==> config.mk <==
export PLATFORM = sky130hd
export DESIGN_NAME = tcw_seq
export DESIGN_NICKNAME = d
export VERILOG_FILES = /design/src/hdl/text_console_cell_writer_macros.svh /design/src/hdl/tcw_pkg.sv /design/src/hdl/tcw_seq.sv
export SDC_FILE = /design/constraint.sdc
export NUM_CORES = 1
export LEC_CHECK = 0
export ABC_AREA = 1
export BUFFER_PORTS_ARGS = -buffer_cell sky130_fd_sc_hd__buf_2
export CORE_MARGIN = 10
export CORE_UTILIZATION = 45
export CTS_CLUSTER_DIAMETER = 100
export CTS_CLUSTER_SIZE = 16
export DETAILED_ROUTE_END_ITERATION = 10
export GPL_TIMING_DRIVEN = 0
export PLACE_DENSITY = 0.67
export SLEW_MARGIN = 10
export SYNTH_ARGS = -nofsm -noshare
export SYNTH_HDL_FRONTEND = slang
export SYNTH_SLANG_ARGS = --single-unit
export TNS_END_PERCENT = 20
==> constraint.sdc <==
create_clock -name clock -period 8.2 [get_ports clock]
set_clock_uncertainty 0.15 [all_clocks]
set_input_delay 1.64 -clock clock [delete_from_list [all_inputs] [get_ports clock]]
set_output_delay 1.64 -clock clock [all_outputs]
set_load 0.01 [all_outputs]
==> src/hdl/text_console_cell_writer_macros.svh <==
// Assertion macros for the console cell writer.
`ifndef TEXT_CONSOLE_CELL_WRITER_MACROS_SVH
`define TEXT_CONSOLE_CELL_WRITER_MACROS_SVH

`ifndef NO_ASSERTIONS

// Consequent must hold in the same cycle as the antecedent.
`define TCW_ASSERT_SAME(lbl, clk, rst, ante, cons, msg) \
   lbl: assert property (@(posedge clk) disable iff (rst) (ante) |-> (cons)) \
      else $error(msg);

// Consequent must hold in the cycle after the antecedent.
`define TCW_ASSERT_NEXT(lbl, clk, rst, ante, cons, msg) \
   lbl: assert property (@(posedge clk) disable iff (rst) (ante) |=> (cons)) \
      else $error(msg);

`else

`define TCW_ASSERT_SAME(lbl, clk, rst, ante, cons, msg)
`define TCW_ASSERT_NEXT(lbl, clk, rst, ante, cons, msg)

`endif

`endif

==> src/hdl/tcw_pkg.sv <==
`timescale 1ns / 1ps
package tcw_pkg;

   localparam int COLUMNS = 80;
   localparam int ROWS    = 25;
   localparam int CELLS   = COLUMNS * ROWS;

   // port field widths
   localparam int FUNC_W   = 2;
   localparam int CHAR_W   = 8;
   localparam int COLOUR_W = 8;
   localparam int INDEX_W  = 11;
   localparam int CURSOR_W = 11;
   localparam int CELL_W   = CHAR_W + COLOUR_W;

   // internal widths
   localparam int ADDR_W    = $clog2(CELLS);
   localparam int CUR_W     = $clog2(CELLS + COLUMNS);
   localparam int COL_W     = $clog2(COLUMNS);
   localparam int CNT_W     = $clog2(CELLS + 1);
   localparam int IDX_CMP_W = ((INDEX_W > CNT_W) ? INDEX_W : CNT_W) + 1;

   localparam logic [FUNC_W-1:0] FUNC_PUT   = 2'd0;
   localparam logic [FUNC_W-1:0] FUNC_READ  = 2'd1;
   localparam logic [FUNC_W-1:0] FUNC_WRITE = 2'd2;

   localparam logic [CHAR_W-1:0] CODE_BS = 8'd8;
   localparam logic [CHAR_W-1:0] CODE_LF = 8'd10;
   localparam logic [CHAR_W-1:0] CODE_CR = 8'd13;

   typedef struct packed {
      logic              en;
      logic [ADDR_W-1:0] addr;
      logic [CELL_W-1:0] data;
   } mem_wr_type;

   typedef struct packed {
      logic              en;
      logic [ADDR_W-1:0] addr;
   } mem_rd_type;

   typedef struct packed {
      logic                valid;
      logic [CHAR_W-1:0]   cell_char;
      logic [COLOUR_W-1:0] cell_colour;
      logic [CURSOR_W-1:0] cursor_cell;
      logic                scrolled;
   } rsp_type;

endpackage

==> src/hdl/tcw_seq.sv <==
`timescale 1ns / 1ps
module tcw_seq (
   input  logic                          clock,
   input  logic                          reset,
   input  logic                          req_valid,
   output logic                          req_stall,
   input  logic [tcw_pkg::FUNC_W-1:0]    req_func,
   input  logic [tcw_pkg::CHAR_W-1:0]    req_char_code,
   input  logic [tcw_pkg::COLOUR_W-1:0]  req_colour,
   input  logic [tcw_pkg::INDEX_W-1:0]   req_cell_index,
   input  logic                          out_free,
   output tcw_pkg::rsp_type              rsp,
   output tcw_pkg::mem_wr_type           mem_wr,
   output tcw_pkg::mem_rd_type           mem_rd,
   input  logic [tcw_pkg::CELL_W-1:0]    rd_data
);
   import tcw_pkg::*;

   localparam logic [1:0] ST_CLEAR  = 2'd0;
   localparam logic [1:0] ST_IDLE   = 2'd1;
   localparam logic [1:0] ST_EXEC   = 2'd2;
   localparam logic [1:0] ST_SCROLL = 2'd3;

   logic [1:0]          state_ff, state_in;
   logic [CNT_W-1:0]    cnt_ff, cnt_in;
   logic [CUR_W-1:0]    cur_ff, cur_in;
   logic [COL_W-1:0]    col_ff, col_in;
   logic [FUNC_W-1:0]   func_ff, func_in;
   logic [CHAR_W-1:0]   char_ff, char_in;
   logic [COLOUR_W-1:0] colour_ff, colour_in;
   logic [ADDR_W-1:0]   idx_ff, idx_in;
   logic                idx_ok_ff, idx_ok_in;

   logic                req_idx_ok;
   logic [CUR_W-1:0]    bs_addr;
   logic [CUR_W-1:0]    cur_sum;
   logic [COL_W-1:0]    col_nx;
   logic                scroll;

   assign req_stall  = (state_ff != ST_IDLE);
   assign req_idx_ok = IDX_CMP_W'(req_cell_index) < IDX_CMP_W'(CELLS);
   // backspace stops at the top left cell
   assign bs_addr    = (cur_ff == '0) ? '0 : cur_ff - CUR_W'(1);

   always_comb begin
      state_in  = state_ff;
      cnt_in    = cnt_ff;
      cur_in    = cur_ff;
      col_in    = col_ff;
      func_in   = func_ff;
      char_in   = char_ff;
      colour_in = colour_ff;
      idx_in    = idx_ff;
      idx_ok_in = idx_ok_ff;
      cur_sum   = cur_ff;
      col_nx    = col_ff;
      scroll    = 1'b0;
      mem_wr    = '0;
      mem_rd    = '0;
      rsp       = '0;

      unique case (state_ff)
         ST_CLEAR: begin
            mem_wr.en   = 1'b1;
            mem_wr.addr = ADDR_W'(cnt_ff);
            cnt_in      = cnt_ff + CNT_W'(1);
            if (cnt_ff == CNT_W'(CELLS - 1)) begin
               cnt_in   = '0;
               state_in = ST_IDLE;
            end
         end

         ST_IDLE: begin
            if (req_valid) begin
               func_in   = req_func;
               char_in   = req_char_code;
               colour_in = req_colour;
               idx_in    = ADDR_W'(req_cell_index);
               idx_ok_in = req_idx_ok;
               state_in  = ST_EXEC;
               mem_rd.en = 1'b1;
               if (req_func == FUNC_PUT) begin
                  mem_rd.addr = (req_char_code == CODE_BS) ? ADDR_W'(bs_addr)
                                                           : ADDR_W'(cur_ff);
               end else begin
                  mem_rd.addr = req_idx_ok ? ADDR_W'(req_cell_index) : '0;
               end
            end
         end

         ST_EXEC: begin
            if (out_free) begin
               state_in = ST_IDLE;
               if (func_ff == FUNC_PUT) begin
                  unique case (char_ff)
                     CODE_LF: begin
                        cur_sum = cur_ff + CUR_W'(COLUMNS);
                     end
                     CODE_CR: begin
                        cur_sum = cur_ff - CUR_W'(col_ff);
                        col_nx  = '0;
                     end
                     CODE_BS: begin
                        cur_sum     = bs_addr;
                        mem_wr.en   = 1'b1;
                        mem_wr.addr = ADDR_W'(bs_addr);
                        mem_wr.data = {rd_data[CELL_W-1:CHAR_W], CHAR_W'(0)};
                        if (col_ff != '0) begin
                           col_nx = col_ff - COL_W'(1);
                        end else if (cur_ff != '0) begin
                           col_nx = COL_W'(COLUMNS - 1);
                        end
                     end
                     default: begin
                        cur_sum     = cur_ff + CUR_W'(1);
                        mem_wr.en   = 1'b1;
                        mem_wr.addr = ADDR_W'(cur_ff);
                        mem_wr.data = {colour_ff, char_ff};
                        col_nx      = (col_ff == COL_W'(COLUMNS - 1)) ? '0
                                                                      : col_ff + COL_W'(1);
                     end
                  endcase
                  col_in = col_nx;
                  if (cur_sum >= CUR_W'(CELLS)) begin
                     scroll   = 1'b1;
                     cur_in   = cur_sum - CUR_W'(COLUMNS);
                     cnt_in   = '0;
                     state_in = ST_SCROLL;
                  end else begin
                     cur_in = cur_sum;
                  end
               end else if (func_ff == FUNC_WRITE && idx_ok_ff) begin
                  mem_wr.en   = 1'b1;
                  mem_wr.addr = idx_ff;
                  mem_wr.data = {colour_ff, char_ff};
               end

               rsp.valid       = 1'b1;
               rsp.cursor_cell = CURSOR_W'(cur_in);
               rsp.scrolled    = scroll;
               if (func_ff == FUNC_READ && idx_ok_ff) begin
                  rsp.cell_char   = rd_data[CHAR_W-1:0];
                  rsp.cell_colour = rd_data[CELL_W-1:CHAR_W];
               end
            end
         end

         ST_SCROLL: begin
            // read one row ahead, write the word read last cycle one cell behind
            mem_rd.en   = cnt_ff < CNT_W'(CELLS - COLUMNS);
            mem_rd.addr = ADDR_W'(cnt_ff + CNT_W'(COLUMNS));
            mem_wr.en   = (cnt_ff != '0);
            mem_wr.addr = ADDR_W'(cnt_ff - CNT_W'(1));
            mem_wr.data = (cnt_ff <= CNT_W'(CELLS - COLUMNS)) ? rd_data : '0;
            cnt_in      = cnt_ff + CNT_W'(1);
            if (cnt_ff == CNT_W'(CELLS)) begin
               cnt_in   = '0;
               state_in = ST_IDLE;
            end
         end

         default: begin
            state_in = ST_CLEAR;
         end
      endcase
   end

   always_ff @(posedge clock) begin
      if (reset) begin
         state_ff <= ST_CLEAR;
         cnt_ff   <= '0;
         cur_ff   <= '0;
         col_ff   <= '0;
      end else begin
         state_ff <= state_in;
         cnt_ff   <= cnt_in;
         cur_ff   <= cur_in;
         col_ff   <= col_in;
      end
   end

   always_ff @(posedge clock) begin
      func_ff   <= func_in;
      char_ff   <= char_in;
      colour_ff <= colour_in;
      idx_ff    <= idx_in;
      idx_ok_ff <= idx_ok_in;
   end

endmodule

==> impl_metrics.ini <==
[status]
outcome = finished clean

[clock_network]
cts_buffers = 9
root_buffer = clkbuf_16
ctsResizeCount = 0
path_clk_slew_ps = 60
cts.sinks = 62
insertion_delay_ps = 350
htreeDepth = 3
cts_tree = done
post_cts_buffers = 0
clk_path_buf_depth = 2
postCtsHoldBufs = 0

[synth]
synth_edf_count = 30
yosysWarnings = 0
ys_ff_latch = 62
yosysTopAreaCell = edfxtp_1
synth_cell_types = 53
netlist_instances = 961
synthArstFlopShare_pct = 0
yosysSeqAreaShare_pct = 24.7
netlist_top_cells_area = edfxtp_1 14%, nand2_1 12%, dfxtp_1 10%
syn_avg_cell_area_um2 = 6.50
synth_area_um2 = 6250
synthesis.nets = 1043
synth_top_area_share_pct = 14.4
synth_flop_cell = dfxtp_1

[route]
drc = 0
antenna_left = 0
routed_wl_mm = 22.3
vias = 7106
vias_per_cell = 5.57
post_drt_wl_per_cell_um = 17.5
drt_iter0_drc = 666
first_pass_iters = 6

[place]
hpwlAfterDp_mm = 17.8
dp_slack_ps = 2220
port_buffers = 118
gp_congestion = 1.00
place_inst = 1259

[setup_path]
critPathLaunchType = flop
path_max_fanout = 10
crit_path_max_incr_delay_ps = 430
crit_top_cell = nand2_1
critPathCaptureType = primary output
path_class = flop to primary output
worstPathRequired_ps = 6410
crit_slowest_cell = edfxtp_1
arrival_ps = 4610

[floorplan]
core_um2 = 13700
boundaryPins = 119
die_area_um2 = 19000
rows = 43
initial_core_util_pct = 45.6
fp.dieH_um = 138
dieWidth_um = 138

[finish]
fillers = 1452
nets = 1172
instances_no_fill = 1275
antennaDiodeCount = 0
drive_above_1_share_pct = 18.8
syn_to_final_growth_pct = 17.5

[power]
combPwrFrac_pct = 16.7
p_per_area_nw_per_um2 = 117
sequentialPowerShare_pct = 40.3
ir_drop_mv = 0.0929
p_int_mw = 0.595
clockPowerShare_pct = 43.0
swShare_pct = 30.7
p_switching_mw = 0.263
power_leakage_nw = 3.48

[global_route]
grt_pass1_vias = 6610
antenna_found_initial = 0
grt_remaining_overflow = 0
grt_usage_pct = 23.6
grt_max_degree = 31
grt_pass1_wl_mm = 35.4

[sta]
post-route-period-util_pct = 78.1
finalHoldViolCount = 0
setup_slack_ps = 1800
slew_viol_final = 0
relSlewSlack_pct = 25.4
rsz0062_at_grt = no
tns_ps = 0
finalCriticalPeriod_ps = 6400
setup_viol = 0
timing.fmax_ghz = 0.156
tightestPinTransition_ps = 1120

[min_path]
hold_path_class = flop to flop

[flow_run]
maxCapViolCount = 0
[final timing paths]
path                                 from                 endpoint  slack [ps]  depth (start not counted)
hold reg to reg   cur_ff[11]$_SDFFE_PP0P_  cur_ff[11]$_SDFFE_PP0P_         370                          2
hold / removal    cur_ff[11]$_SDFFE_PP0P_  cur_ff[11]$_SDFFE_PP0P_         370                          2
setup / recovery     char_ff[1]$_DFFE_PP_                   rsp[5]        1800                         27
setup reg to reg     char_ff[1]$_DFFE_PP_   cur_ff[4]$_SDFFE_PP0P_        3750                         26
[synth_stat cells (5+ instances only)]
| library cell | number |
|---|---|
| nand2_2 | 11 |
| o221ai_1 | 5 |
| o21ai_0 | 51 |
| nor3_1 | 35 |
| a21oi_1 | 73 |
| o31ai_1 | 12 |
| nor2_2 | 9 |
| o22ai_1 | 16 |
| inv_1 | 118 |
| nor2_1 | 87 |
| inv_2 | 17 |
| buf_6 | 6 |
| o211ai_1 | 17 |
| buf_2 | 7 |
| nand2_1 | 198 |
| dfxtp_1 | 32 |
| a221oi_1 | 8 |
| xor2_1 | 22 |
| ha_1 | 32 |
| nand4_1 | 16 |
| edfxtp_1 | 30 |
| nand3_1 | 65 |
| clkbuf_1 | 30 |
| a31oi_1 | 10 |
[critical path: cells and delay by family (launching register included)]
kind                     cells  cell delay [ps]
AND/OR/NAND/NOR             15             1770
adder cells (fa/ha/maj)      3              650
buffers and inverters        5              800
AO/OA/AOI/OAI                3              500
flip-flops                   1              430
XOR/XNOR                     1              120
[final cells by class]
type | instances | area [µm²] | area share, %
multi-input combinational | 718 | 3970 | 54.1
sequential | 62 | 1540 | 21.0
timing repair buffer | 118 | 591 | 8.04
inverter | 138 | 520 | 7.08
clock buffer | 9 | 225 | 3.07
tap | 180 | 225 | 3.07
buffer | 43 | 215 | 2.93
clock inverter | 7 | 55.1 | 0.749
[through the flow]
stage                     hold WS (ps)  total power [mW]  area (µm²)  utilization, %
after floorplan                    320             0.441        6250               -
after global placement             357             0.492        7070            51.5
after detailed placement           357             0.492        7070            51.5
after CTS                          378             0.860        7350            53.6
after global routing               385             0.896        7350            53.6
final                              375             0.858        7350            53.6
[cell families after synthesis]
logic type | after synthesis | share of synthesized area [%]
compound gates | 218 | 21.5
xor+xnor | 23 | 3.22
fa+ha+maj | 33 | 6.73
buf+inv | 181 | 11.8
flops | 62 | 24.7
simple gates | 444 | 32.1
[power groups by stage]
stage	sequential (mW)	clock [mW]	combinational (mW)
CTS	0.345	0.373	0.142
finish	0.345	0.369	0.143
detailed placement	0.352	0	0.141
global route	0.346	0.388	0.161
floorplan	0.349	0	0.0915
global placement	0.352	0	0.141
[layer usage]
layer  vias to the layer above  share of wire [%]  track usage [%]
met2                       295                 45             36.7
met1                      3234                 44             31.3
met3                        45                7.5             5.40
met4                         0                2.8             8.23
met5                         -                  0                0
li1                       3532                  -                -
[cell usage in the layout (no fill, tap or decap), types with 17 or more instances in the layout]
cell type / synthesis / layout
ha_1: 32 / 32
xor2_1: 22 / 22
nor3_1: 35 / 35
o21ai_0: 51 / 51
o211ai_1: 17 / 17
nor2_1: 87 / 87
buf_2: 7 / 125
inv_1: 118 / 118
edfxtp_1: 30 / 30
dfxtp_1: 32 / 32
nand3_1: 65 / 65
clkbuf_1: 30 / 30
nand2_1: 198 / 198
inv_2: 17 / 17
a21oi_1: 73 / 73
[sequential cells by signal, summed over array words and instances (netlist names)]
signal and flops:
char_ff 8, cnt_ff 11, col_ff 7, colour_ff 8, cur_ff 12, func_ff 2
idx_ff 11, idx_ok_ff 1, state_ff 2
No activity file was read; power rests on OpenSTA's default activity.
